$ cat src/sv/timed_release_packet_fifo_unit_defines.svh
// Assertion macros shared by the timed release packet FIFO.
// No dependencies; include by bare file name where assertions are written.
`ifndef TIMED_RELEASE_PACKET_FIFO_UNIT_DEFINES_SVH
`define TIMED_RELEASE_PACKET_FIFO_UNIT_DEFINES_SVH

// Same-cycle implication, disabled while in reset.
`define TRPF_ASSERT_NOW(label, ante, cons, msg) \
    label: assert property (@(posedge i_clk) disable iff (!i_rst_n) (ante) |-> (cons)) \
        else $error(msg);

// Next-cycle implication, disabled while in reset.
`define TRPF_ASSERT_NEXT(label, ante, cons, msg) \
    label: assert property (@(posedge i_clk) disable iff (!i_rst_n) (ante) |=> (cons)) \
        else $error(msg);

`endif

$ cat src/sv/trpf_pkg.sv
// Types and constants of the timed release packet FIFO.
// No dependencies; imported by the slot store, the top level and the testbench.
`timescale 1ns / 1ps

package trpf_pkg;

    localparam logic [1:0] ST_OK        = 2'd0;
    localparam logic [1:0] ST_BAD_ARG   = 2'd1;
    localparam logic [1:0] ST_BAD_STATE = 2'd2;

    localparam logic OP_ENQ = 1'b0;
    localparam logic OP_DEQ = 1'b1;

    localparam logic [31:0] SEQ_LIMIT = 32'hFFFF_FFFF;

    // Per-slot bookkeeping stored beside the payload.
    typedef struct packed {
        logic [15:0] block;
        logic [31:0] tick;
        logic [31:0] seq;
    } t_meta;

    // Controls from the queue logic to the slot store.
    typedef struct packed {
        logic wr;     // store one beat at the tail
        logic pop;    // advance the head
        logic empty;  // queue empty before this update
    } t_store_ctl;

endpackage

$ cat src/sv/timed_release_packet_fifo_unit.sv
// Top level of the timed release packet FIFO: input register, queue logic, result register.
// Depends on trpf_pkg, trpf_slot_store and timed_release_packet_fifo_unit_defines.svh.
//
// Each beat on the input channel is an enqueue or a dequeue-if-due and yields exactly one
// result beat. The block sustains one beat per cycle while the consumer keeps up: a beat is
// held in the input register, the queue update and status are decided from it there, and
// the result is registered in the output register. Ready drops only while the result
// register is held by a stalled consumer. The head entry is kept in registers and its
// successor is prefetched from the slot memory's single registered read port every cycle,
// so back-to-back pops do not wait on a memory read. Slot contents are not cleared at
// reset; only data from written slots ever reaches the outputs, and no clearing pass is run.
`timescale 1ns / 1ps

`include "timed_release_packet_fifo_unit_defines.svh"

module timed_release_packet_fifo_unit import trpf_pkg::*; #(
    parameter int QUEUE_DEPTH   = 16,
    parameter int PAYLOAD_BYTES = 8
) (
    input  logic        i_clk,
    input  logic        i_rst_n,
    input  logic        i_valid,
    output logic        o_ready,
    input  logic        i_operation,
    input  logic [15:0] i_block_id,
    input  logic [63:0] i_payload,
    input  logic [7:0]  i_length,
    input  logic [31:0] i_tick,
    output logic        o_valid,
    input  logic        i_ready,
    output logic [1:0]  o_status,
    output logic [15:0] o_out_block_id,
    output logic [31:0] o_out_tick,
    output logic [31:0] o_out_sequence,
    output logic [63:0] o_out_payload,
    output logic [4:0]  o_occupancy
);

    localparam int PW = 8 * PAYLOAD_BYTES;
    localparam int IW = (QUEUE_DEPTH > 1) ? $clog2(QUEUE_DEPTH) : 1;
    localparam int CW = $clog2(QUEUE_DEPTH + 1);
    localparam int SW = CW + 1;

    function automatic logic [IW-1:0] idx_inc(input logic [IW-1:0] idx);
        logic [IW-1:0] res;
        if (idx == IW'(QUEUE_DEPTH - 1)) begin
            res = '0;
        end else begin
            res = idx + 1'b1;
        end
        return res;
    endfunction

    // Input register
    logic          r_in_vld;
    logic          r_op;
    logic [15:0]   r_blk;
    logic [PW-1:0] r_pay;
    logic [7:0]    r_len;
    logic [31:0]   r_tick;

    // Queue state
    logic [IW-1:0] r_head, n_head;
    logic [CW-1:0] r_count, n_count;
    logic [31:0]   r_prev_tick, n_prev_tick;
    logic [31:0]   r_seq, n_seq;
    logic          r_tick_flag, n_tick_flag;

    // Result register
    logic          r_out_vld;
    logic [1:0]    r_status;
    logic [15:0]   r_o_blk;
    logic [31:0]   r_o_tick;
    logic [31:0]   r_o_seq;
    logic [63:0]   r_o_pay;
    logic [4:0]    r_occ;

    logic          adv, fire, in_take;
    logic          is_enq, len_ok, full, empty, seq_done, due;
    logic          enq_ok, deq_ok;
    logic [1:0]    status;
    logic [31:0]   wr_tick;
    logic [SW-1:0] tail_sum;
    logic [IW-1:0] wr_idx, rd_idx;
    t_store_ctl    store_ctl;
    t_meta         wr_meta, head_meta;
    logic [PW-1:0] head_pay;

    assign adv     = !r_out_vld || i_ready;
    assign fire    = r_in_vld && adv;
    assign o_ready = !r_in_vld || adv;
    assign in_take = i_valid && o_ready;

    always_ff @(posedge i_clk) begin
        if (!i_rst_n) begin
            r_in_vld <= 1'b0;
        end else if (in_take) begin
            r_in_vld <= 1'b1;
        end else if (fire) begin
            r_in_vld <= 1'b0;
        end
    end

    always_ff @(posedge i_clk) begin
        if (in_take) begin
            r_op   <= i_operation;
            r_blk  <= i_block_id;
            r_pay  <= i_payload[PW-1:0];
            r_len  <= i_length;
            r_tick <= i_tick;
        end
    end

    assign is_enq   = (r_op == OP_ENQ);
    assign len_ok   = (r_len == 8'(PAYLOAD_BYTES));
    assign full     = (r_count == CW'(QUEUE_DEPTH));
    assign empty    = (r_count == '0);
    assign seq_done = (r_seq == SEQ_LIMIT);
    assign due      = !(head_meta.tick > r_tick);

    assign enq_ok = fire && is_enq && len_ok && !full && !seq_done;
    assign deq_ok = fire && !is_enq && !empty && due;

    always_comb begin
        if (is_enq) begin
            if (!len_ok) begin
                status = ST_BAD_ARG;
            end else if (full || seq_done) begin
                status = ST_BAD_STATE;
            end else begin
                status = ST_OK;
            end
        end else begin
            status = (empty || !due) ? ST_BAD_STATE : ST_OK;
        end
    end

    // Clamp the release tick so queue order never goes back in time.
    assign wr_tick = (r_tick_flag && (r_tick < r_prev_tick)) ? r_prev_tick : r_tick;

    assign tail_sum = SW'(r_head) + SW'(r_count);
    assign wr_idx   = (tail_sum >= SW'(QUEUE_DEPTH)) ? IW'(tail_sum - SW'(QUEUE_DEPTH))
                                                     : IW'(tail_sum);

    always_comb begin
        n_head      = r_head;
        n_count     = r_count;
        n_prev_tick = r_prev_tick;
        n_seq       = r_seq;
        n_tick_flag = r_tick_flag;
        if (enq_ok) begin
            n_count     = r_count + 1'b1;
            n_prev_tick = wr_tick;
            n_seq       = r_seq + 1'b1;
            n_tick_flag = 1'b1;
        end else if (deq_ok) begin
            n_head  = idx_inc(r_head);
            n_count = r_count - 1'b1;
        end
    end

    assign rd_idx = idx_inc(n_head);

    always_ff @(posedge i_clk) begin
        if (!i_rst_n) begin
            r_head      <= '0;
            r_count     <= '0;
            r_prev_tick <= '0;
            r_seq       <= '0;
            r_tick_flag <= 1'b0;
        end else begin
            r_head      <= n_head;
            r_count     <= n_count;
            r_prev_tick <= n_prev_tick;
            r_seq       <= n_seq;
            r_tick_flag <= n_tick_flag;
        end
    end

    assign store_ctl.wr    = enq_ok;
    assign store_ctl.pop   = deq_ok;
    assign store_ctl.empty = empty;

    assign wr_meta.block = r_blk;
    assign wr_meta.tick  = wr_tick;
    assign wr_meta.seq   = r_seq;

    trpf_slot_store #(
        .QUEUE_DEPTH (QUEUE_DEPTH),
        .PW          (PW),
        .IW          (IW)
    ) u_store (
        .i_clk       (i_clk),
        .i_ctl       (store_ctl),
        .i_wr_idx    (wr_idx),
        .i_wr_meta   (wr_meta),
        .i_wr_pay    (r_pay),
        .i_rd_idx    (rd_idx),
        .o_head_meta (head_meta),
        .o_head_pay  (head_pay)
    );

    always_ff @(posedge i_clk) begin
        if (!i_rst_n) begin
            r_out_vld <= 1'b0;
        end else if (fire) begin
            r_out_vld <= 1'b1;
        end else if (i_ready) begin
            r_out_vld <= 1'b0;
        end
    end

    // Packet fields go out only on a successful pop; zero otherwise.
    always_ff @(posedge i_clk) begin
        if (fire) begin
            r_status <= status;
            r_occ    <= 5'(n_count);
            r_o_blk  <= deq_ok ? head_meta.block : 16'd0;
            r_o_tick <= deq_ok ? head_meta.tick  : 32'd0;
            r_o_seq  <= deq_ok ? head_meta.seq   : 32'd0;
            r_o_pay  <= deq_ok ? 64'(head_pay)   : 64'd0;
        end
    end

    assign o_valid        = r_out_vld;
    assign o_status       = r_status;
    assign o_out_block_id = r_o_blk;
    assign o_out_tick     = r_o_tick;
    assign o_out_sequence = r_o_seq;
    assign o_out_payload  = r_o_pay;
    assign o_occupancy    = r_occ;

    `TRPF_ASSERT_NOW(a_count_bound, 1'b1, r_count <= CW'(QUEUE_DEPTH), "fill count over depth")
    `TRPF_ASSERT_NEXT(a_seq_step, enq_ok, r_seq == $past(r_seq) + 32'd1, "sequence not stepped")
    `TRPF_ASSERT_NOW(a_fail_zero, o_valid && (o_status != ST_OK),
        (o_out_block_id == 16'd0) && (o_out_payload == 64'd0) && (o_out_sequence == 32'd0),
        "failed result carries packet data")
    `TRPF_ASSERT_NEXT(a_tick_mono, enq_ok, r_prev_tick >= $past(r_prev_tick) || !$past(r_tick_flag),
        "assigned tick went backwards")

endmodule

$ cat src/sv/trpf_slot_store.sv
// Slot memory with a cached head entry and a prefetched successor.
// Depends on trpf_pkg.
`timescale 1ns / 1ps

module trpf_slot_store import trpf_pkg::*; #(
    parameter int QUEUE_DEPTH = 16,
    parameter int PW          = 64,
    parameter int IW          = 4
) (
    input  logic          i_clk,
    input  t_store_ctl    i_ctl,
    input  logic [IW-1:0] i_wr_idx,
    input  t_meta         i_wr_meta,
    input  logic [PW-1:0] i_wr_pay,
    input  logic [IW-1:0] i_rd_idx,
    output t_meta         o_head_meta,
    output logic [PW-1:0] o_head_pay
);

    t_meta         r_mem_meta [QUEUE_DEPTH];
    logic [PW-1:0] r_mem_pay  [QUEUE_DEPTH];

    t_meta         r_rd_meta;
    logic [PW-1:0] r_rd_pay;
    t_meta         r_head_meta;
    logic [PW-1:0] r_head_pay;

    always_ff @(posedge i_clk) begin
        if (i_ctl.wr) begin
            r_mem_meta[i_wr_idx] <= i_wr_meta;
            r_mem_pay[i_wr_idx]  <= i_wr_pay;
        end
    end

    // Prefetch the entry after the next head; bypass a write to that slot.
    always_ff @(posedge i_clk) begin
        if (i_ctl.wr && (i_wr_idx == i_rd_idx)) begin
            r_rd_meta <= i_wr_meta;
            r_rd_pay  <= i_wr_pay;
        end else begin
            r_rd_meta <= r_mem_meta[i_rd_idx];
            r_rd_pay  <= r_mem_pay[i_rd_idx];
        end
    end

    always_ff @(posedge i_clk) begin
        if (i_ctl.wr && i_ctl.empty) begin
            r_head_meta <= i_wr_meta;
            r_head_pay  <= i_wr_pay;
        end else if (i_ctl.pop) begin
            r_head_meta <= r_rd_meta;
            r_head_pay  <= r_rd_pay;
        end
    end

    assign o_head_meta = r_head_meta;
    assign o_head_pay  = r_head_pay;

endmodule

$ cat config.mk
export PLATFORM = sky130hd
export DESIGN_NAME = timed_release_packet_fifo_unit
export DESIGN_NICKNAME = d
export VERILOG_FILES = /design/src/sv/trpf_pkg.sv /design/src/sv/timed_release_packet_fifo_unit.sv /design/src/sv/trpf_slot_store.sv
export VERILOG_INCLUDE_DIRS = /design/src /design/src/sv
export SDC_FILE = /design/constraint.sdc
export NUM_CORES = 2
export LEC_CHECK = 0
export BUFFER_PORTS_ARGS = -buffer_cell sky130_fd_sc_hd__buf_2
export CORE_UTILIZATION = 50
export DETAILED_ROUTE_END_ITERATION = 10
export PLACE_DENSITY = 0.73
export SYNTH_ARGS = -nofsm -noshare
export SYNTH_HDL_FRONTEND = slang
export SYNTH_HIERARCHICAL = 1
export SYNTH_SLANG_ARGS = --single-unit
$ cat constraint.sdc
create_clock -name i_clk -period 35.6 [get_ports i_clk]
set_clock_uncertainty 0.2 [all_clocks]
set_input_delay 3.56 -clock i_clk [delete_from_list [all_inputs] [get_ports i_clk]]
set_output_delay 3.56 -clock i_clk [all_outputs]
set_load 0.005 [all_outputs]
### Word-level counts from Yosys, hierarchy flattened

Memory sizes are Yosys's and may differ from the RTL's. A register that Yosys moved wholly into a read port is not among the register bits.
Cells that the tools add are included.

* input bits: 125
* memory bits (read-only): 0
* latch bits: 0
* memory bits (writable): 2304
* output and inout bits: 153
* word-level logic and storage cells: 87
* register bits after elaboration: 492
* memories kept: 2

* equal/unequal tests: 5
* reductions and logical operators: 25
* $add $sub $neg: 7
* multipliers: 0
* div/mod/pow operators: 0
* muxes and demuxes: 22
* $lt $le $gt $ge: 3
* bitwise gates (word level): 1
* shift-type cells: 0

Memories
* u_store.r_mem_meta: words 16, bits a word 80, rd ports 1, clocked after memory_dff 1, write ports 1, RTL line trpf_slot_store.sv:20 `t_meta r_mem_meta [QUEUE_DEPTH];`
* u_store.r_mem_pay: words 16, bits a word 64, rd ports 1, clocked after memory_dff 1, write ports 1, RTL line trpf_slot_store.sv:21 `logic [PW-1:0] r_mem_pay [QUEUE_DEPTH];`

Operators by type and width (number)
* $mux W80: 2
* $mux W64: 2
* $add A32 B1 Y32 const B: 1
* $eq A32 B32 Y1 const B: 1
* $gt A32 B32 Y1: 1
* $lt A32 B32 Y1: 1
* $mux W32: 1
* $mux W4: 5
* $logic_and A1 B1 Y1: 11
* $mux W5: 2
* $add A4 B1 Y4 const B: 2
* $eq A4 B4 Y1 const B: 2
* $eq A8 B4 Y1 const B: 1
* $mux W2: 4
* $add A4 B5 Y6: 1
* $ge A6 B5 Y1 const B: 1
* $logic_not A1 Y1: 6
* $mux W1: 6
* $reduce_bool A2 Y1: 3
* $add A5 B1 Y5 const B: 1
* $eq A5 B5 Y1 const B: 1
* $logic_not A5 Y1: 1
* $sub A5 B1 Y5 const B: 1
* $logic_or A1 B1 Y1: 4
* 2 further kinds: 2

### Longest topological paths before layout

* depth after elaboration: 10
* mapped depth: 14
* depth with buffers taken out: 12

### Modules after synthesis

The synthesis kept the hierarchy.

By module, submodules not included
* trpf_slot_store: area each 94326.7 sq um, times used 1, cells an instance 5202
* timed_release_packet_fifo_unit: area each 14855.5 sq um, times used 1, cells an instance 1118

### Worst setup path before layout

OpenSTA, ideal clock, no wires.

* path type: input-to-reg
* start point: in i_ready
* end point: mem u_store/r_mem_meta[2][0] (netlist bit), enable pin
* path buffers: 0
* cell stages on the path: 6
* arrival: 18.173 ns
* slack: 16.227 ns
* cells stage by stage: nand2b_1 > nand2_1 > or4_4 > nor2_1 > nand2_1 > nor4_1

* word-level cells in the longest chain between the ends: 8

Ends and longest elaborated chain
* start: declaration: RTL line timed_release_packet_fifo_unit.sv:30 `input logic i_ready,`
* $logic_or A1 B1 Y1: RTL line timed_release_packet_fifo_unit.sv:89 `assign adv = !r_out_vld || i_ready;`
* $logic_and A1 B1 Y1: RTL line timed_release_packet_fifo_unit.sv:90 `assign fire = r_in_vld && adv;`
* $logic_and A1 B1 Y1 (4 in series): RTL line timed_release_packet_fifo_unit.sv:121 `assign enq_ok = fire && is_enq && len_ok && !full && !seq_done;`
* via enq_ok: RTL line timed_release_packet_fifo_unit.sv:80 `logic enq_ok, deq_ok;`
* $mux W1: RTL line trpf_slot_store.sv:29 `if (i_ctl.wr) begin`
* $mux W1 (not written as such): RTL line trpf_slot_store.sv:30 `r_mem_meta[i_wr_idx] <= i_wr_meta;`
* end: declaration: RTL line trpf_slot_store.sv:20

The timed path passes the listed nets, and every way through them passes these cells.

### Final worst setup path

* start point: in i_ready
* end point: mem u_store/r_mem_meta[1][68] (netlist bit), enable pin

Same word-level chain as after synthesis.

==> impl_summary.txt <==
----------------------------------------------------
[Yosys]
  FFs w/ async S/R, synth ... 0%
  Number of register bits inferred by synthesis ... 2800
  Post-Syn Area per Cell ... about 17 um2
  Count of synthesis-stage warnings from yosys ... 6
  Main area contributors after synthesis ... sky130_fd_sc_hd__edfxtp_1 75%, sky130_fd_sc_hd__mux2i_1 11%, sky130_fd_sc_hd__dfxtp_1 1.5%
  Most used DFF post-synth ... sky130_fd_sc_hd__edfxtp_1
  List of most frequent post-synthesis cells ... 2720 x sky130_fd_sc_hd__edfxtp_1, 1162 x sky130_fd_sc_hd__mux2i_1, 265 x sky130_fd_sc_hd__nor2_1
  Most frequent cell after synthesis ... sky130_fd_sc_hd__edfxtp_1
  Count of distinct cell types in the synthesized netlist ... 67
  Number of enable-type register cells in the synthesized netlist ... 2720
  Number of nets in the synthesized netlist ... 6516
  Share of synthesized area occupied by flip-flops and latches ... between 70% and 80%
  Top cell type by total area after synthesis ... sky130_fd_sc_hd__edfxtp_1
  Cell area after synthesis ... 109000 um2
  Area share of the largest cell type after synthesis ... 74.8%
  Number of cells produced by synthesis ... 6320

[Power]
  Worst-case vdd ir drop ... 0.0000337 V
  Overall power of the completed layout ... 6.64 mW
  Pleak ... about 44 nW
  Cell area power density ... 54.3 nW/um2

[Placement]
  Placer's final routability congestion estimate ... 0.806
  Placed cell areas ... between 100000 and 150000 um2
  Placed cells ... a little over 9000
  PortBufs ... around 280
  Placed wire-length estimate after detailed placement ... 137000 um

[Setup path]
  Crit Path Max Fanout ... 57
  Required time of the worst setup path ... 35.91 ns
  CP startpoint ... i_ready
  Worst-path cell chain ... buf_2 -> nand2b_1 -> nand2_1 -> or4_4 -> nor2_1 -> nand2b_1 -> nor3_2 -> buf_4 -> buf_4
  Data arrival time at the worst-slack endpoint ... around 8.5 ns
  Slowest cell delay on critical path ... approximately 1.1 ns
  Capturing element type of the critical path ... register
  Critical register-to-register path startpoint ... r_len[5]$_DFFE_PP_
  Library cell contributing the largest single delay on the critical path ... sky130_fd_sc_hd__nor3_2
  Worst setup path class ... in -> reg
  Capture instance of the worst register-to-register path ... u_store/r_mem_meta[1][68]$_DFFE_PP_
  Critical path startpoint category ... input port
  Destination of the critical timing path ... u_store/r_mem_meta[1][68]$_DFFE_PP_
  Flop2flop setup slack ... 28.77 ns
  Logic depth of the worst register-to-register path ... 8

[Job]
  Max-cap violations ... 0

[Global routing]
  Initial antenna violation count ... 15
  Total congestion overflow ... 0
  Vias in the first global route ... 58300
  GRT Util Overall ... 23.4%
  First-pass GRT wire length ... 381000 um
  Largest net degree at the start of global routing ... 160

[Die]
  DIE AREA ... 220000 um2
  # rows ... 171
  Number of top-level design ports ... 278
  Vert. Die Dim ... around 470 um
  Floorplan Core Area ... 217000 um2
  Initial Util ... 50.3%
  Die span in x ... 469 um

[Clock tree]
  Cell at the root of the clock tree ... sky130_fd_sc_hd__clkbuf_16
  CTS buffer count ... 295
  CTS H-tree depth ... 5
  Clock transition at the registers of the reported paths ... ~0.060 ns
  Buffer depth of the longest clock path ... 4
  Resized cells post-CTS ... 0
  Number of clock sinks seen by CTS ... between 2000 and 3000
  Clock tree from TritonCTS ... yes
  Hold bufs inserted after CTS ... 0
  Worst-Skew Late Latency ... 0.94 ns
  Post-CTS setup buffer count ... 0

[Run status]
  Result of the run ... completed

[Cells and area]
  Layout Utilization ... 56.3%
  Multi-input logic area ... 23600 um2
  Fillcell total ... 16000
  Final nets ... around 6800
  Sequential cell area ... about 83000 um2
  Layout cell share with drive strength beyond 1 ... 12.8%
  Non-filler instance count after layout ... 9715
  Area overhead of the layout relative to synthesis ... 12.1%
  Final non-filler cell area ... approximately 120000 um2

[STA]
  Unrepaired setup endpoints after global routing ... false
  Setup-failing EPs final ... 0
  Min Clock Period, post-route ... 8.17 ns
  Max Fclk ... 122 MHz
  Hold Violations, Final ... 0
  Total Negative Setup Slacks ... 0 ns
  Worst max-slew margin expressed relative to the limit ... 7.59%
  Period utilization ... between 20% and 30%
  Number of max-slew violations in the final report ... 0
  Worst slew pin tran ... 1.38 ns

[Routing]
  Count of routing violations after the opening detailed-route iteration ... 6135
  Final routed DRC violation total ... 0
  Antenna Nets Post-Route ... 0
  Vias per cell ... around 6
  Routed length per placed instance ... 27.1 um
  WL final ... 264000 um
  Number of optimization iterations in the first detailed-route pass ... 6
  Via total after detailed routing ... 58500

[Worst hold path]
  Min-Delay Path Class ... reg -> reg

----------------------------------------------------
==> layout by cell type (no fill, tap or decap), types with 55 or more instances in the layout <==
| master | Yosys | layout |
|---|---|---|
| sky130_fd_sc_hd__a21oi_1 | 132 | 131 |
| sky130_fd_sc_hd__a22oi_1 | 108 | 108 |
| sky130_fd_sc_hd__and2_1 | 176 | 173 |
| sky130_fd_sc_hd__buf_2 | 103 | 276 |
| sky130_fd_sc_hd__buf_4 | 32 | 105 |
| sky130_fd_sc_hd__clkbuf_1 | 119 | 55 |
| sky130_fd_sc_hd__clkbuf_16 | 0 | 305 |
| sky130_fd_sc_hd__dfxtp_1 | 80 | 76 |
| sky130_fd_sc_hd__edfxtp_1 | 2720 | 2720 |
| sky130_fd_sc_hd__ha_1 | 70 | 70 |
| sky130_fd_sc_hd__inv_1 | 72 | 71 |
| sky130_fd_sc_hd__mux2i_1 | 1162 | 1155 |
| sky130_fd_sc_hd__nand2_1 | 227 | 224 |
| sky130_fd_sc_hd__nand3_1 | 76 | 76 |
| sky130_fd_sc_hd__nor2_1 | 265 | 259 |
| sky130_fd_sc_hd__nor3_1 | 88 | 80 |
| sky130_fd_sc_hd__nor4_1 | 157 | 155 |
| sky130_fd_sc_hd__o21ai_0 | 58 | 58 |
| sky130_fd_sc_hd__o22ai_1 | 255 | 255 |
==> layer usage <==
layer  global-route usage, %  up-vias  part of all wire (%)
li1                        -    25500                     -
met1                    31.5    29800                    40
met2                    37.7     2741                    48
met3                    4.11      510                   8.0
met4                    9.59        8                   4.0
met5                       0        -                 0.021
==> kinds of logic after synthesis <==
group                    synth area share [%]
flip-flops                               76.3
multiplexers                             11.3
AND/OR/NAND/NOR                          4.98
AO/OA/AOI/OAI                            4.06
buffers and inverters                    2.27
adder cells (fa/ha/maj)                 0.821
XOR/XNOR                                0.321
==> flip-flops by register name, summed over array words and instances, names as in the netlist, 4 cells and up, named ones only <==
signal / cells
u_store/o_head_pay: 64
u_store/o_head_meta: 80
o_out_tick: 32
o_out_payload: 64
r_blk: 16
o_occupancy: 5
r_seq: 32
r_count: 5
r_prev_tick: 32
u_store/r_mem_meta: 1280
u_store/r_mem_pay: 1024
o_out_block_id: 16
r_head: 4
o_out_sequence: 32
r_pay: 64
r_tick: 32
r_len: 8
==> worst min path at each step <==
stage                            startpoint                            to  slack, ns  depth (start not counted)
4_1_cts        r_prev_tick[27]$_SDFFE_PN0P_  r_prev_tick[27]$_SDFFE_PN0P_       0.26                          2
3_3_place_gp   r_prev_tick[20]$_SDFFE_PN0P_  r_prev_tick[20]$_SDFFE_PN0P_       0.24                          2
3_5_place_dp    r_prev_tick[4]$_SDFFE_PN0P_   r_prev_tick[4]$_SDFFE_PN0P_       0.25                          2
2_1_floorplan  r_prev_tick[10]$_SDFFE_PN0P_  r_prev_tick[10]$_SDFFE_PN0P_       0.23                          2
5_1_grt        r_prev_tick[15]$_SDFFE_PN0P_  r_prev_tick[15]$_SDFFE_PN0P_       0.28                          2
6_report       r_prev_tick[17]$_SDFFE_PN0P_  r_prev_tick[17]$_SDFFE_PN0P_       0.26                          2
==> metrics by stage <==
stage	hold slack (ns)	worst slack (ns)
after global placement	0.242	26.66
after global routing	0.277	27.30
after floorplan	0.235	16.23
after detailed placement	0.248	26.51
after CTS	0.259	27.46
final	0.257	27.43
==> power breakdown <==
part           total [mW]  internal, mW  leakage [nW]  switching [mW]
clock network        2.94          1.73          4.45            1.21
registers            3.65          3.62          26.0          0.0296
logic              0.0554        0.0174          13.3          0.0380
==> final cells by class <==
type,count,area share [%]
clock inverters,139,1.05
inverters,72,0.227
repair buffers,394,1.99
clock buffers,360,6.41
flip-flops and latches,2800,68.1
diodes,7,0.0143
multi-input cells,3089,19.3
well taps,2854,2.92
==> critical path, delay by kind of cell <==
family | cells | cell delay (ns)
and+or+nand+nor | 6 | 2.84
buffers and inverters | 3 | 1.98
Note: power is estimated with default switching activity, not from simulation.
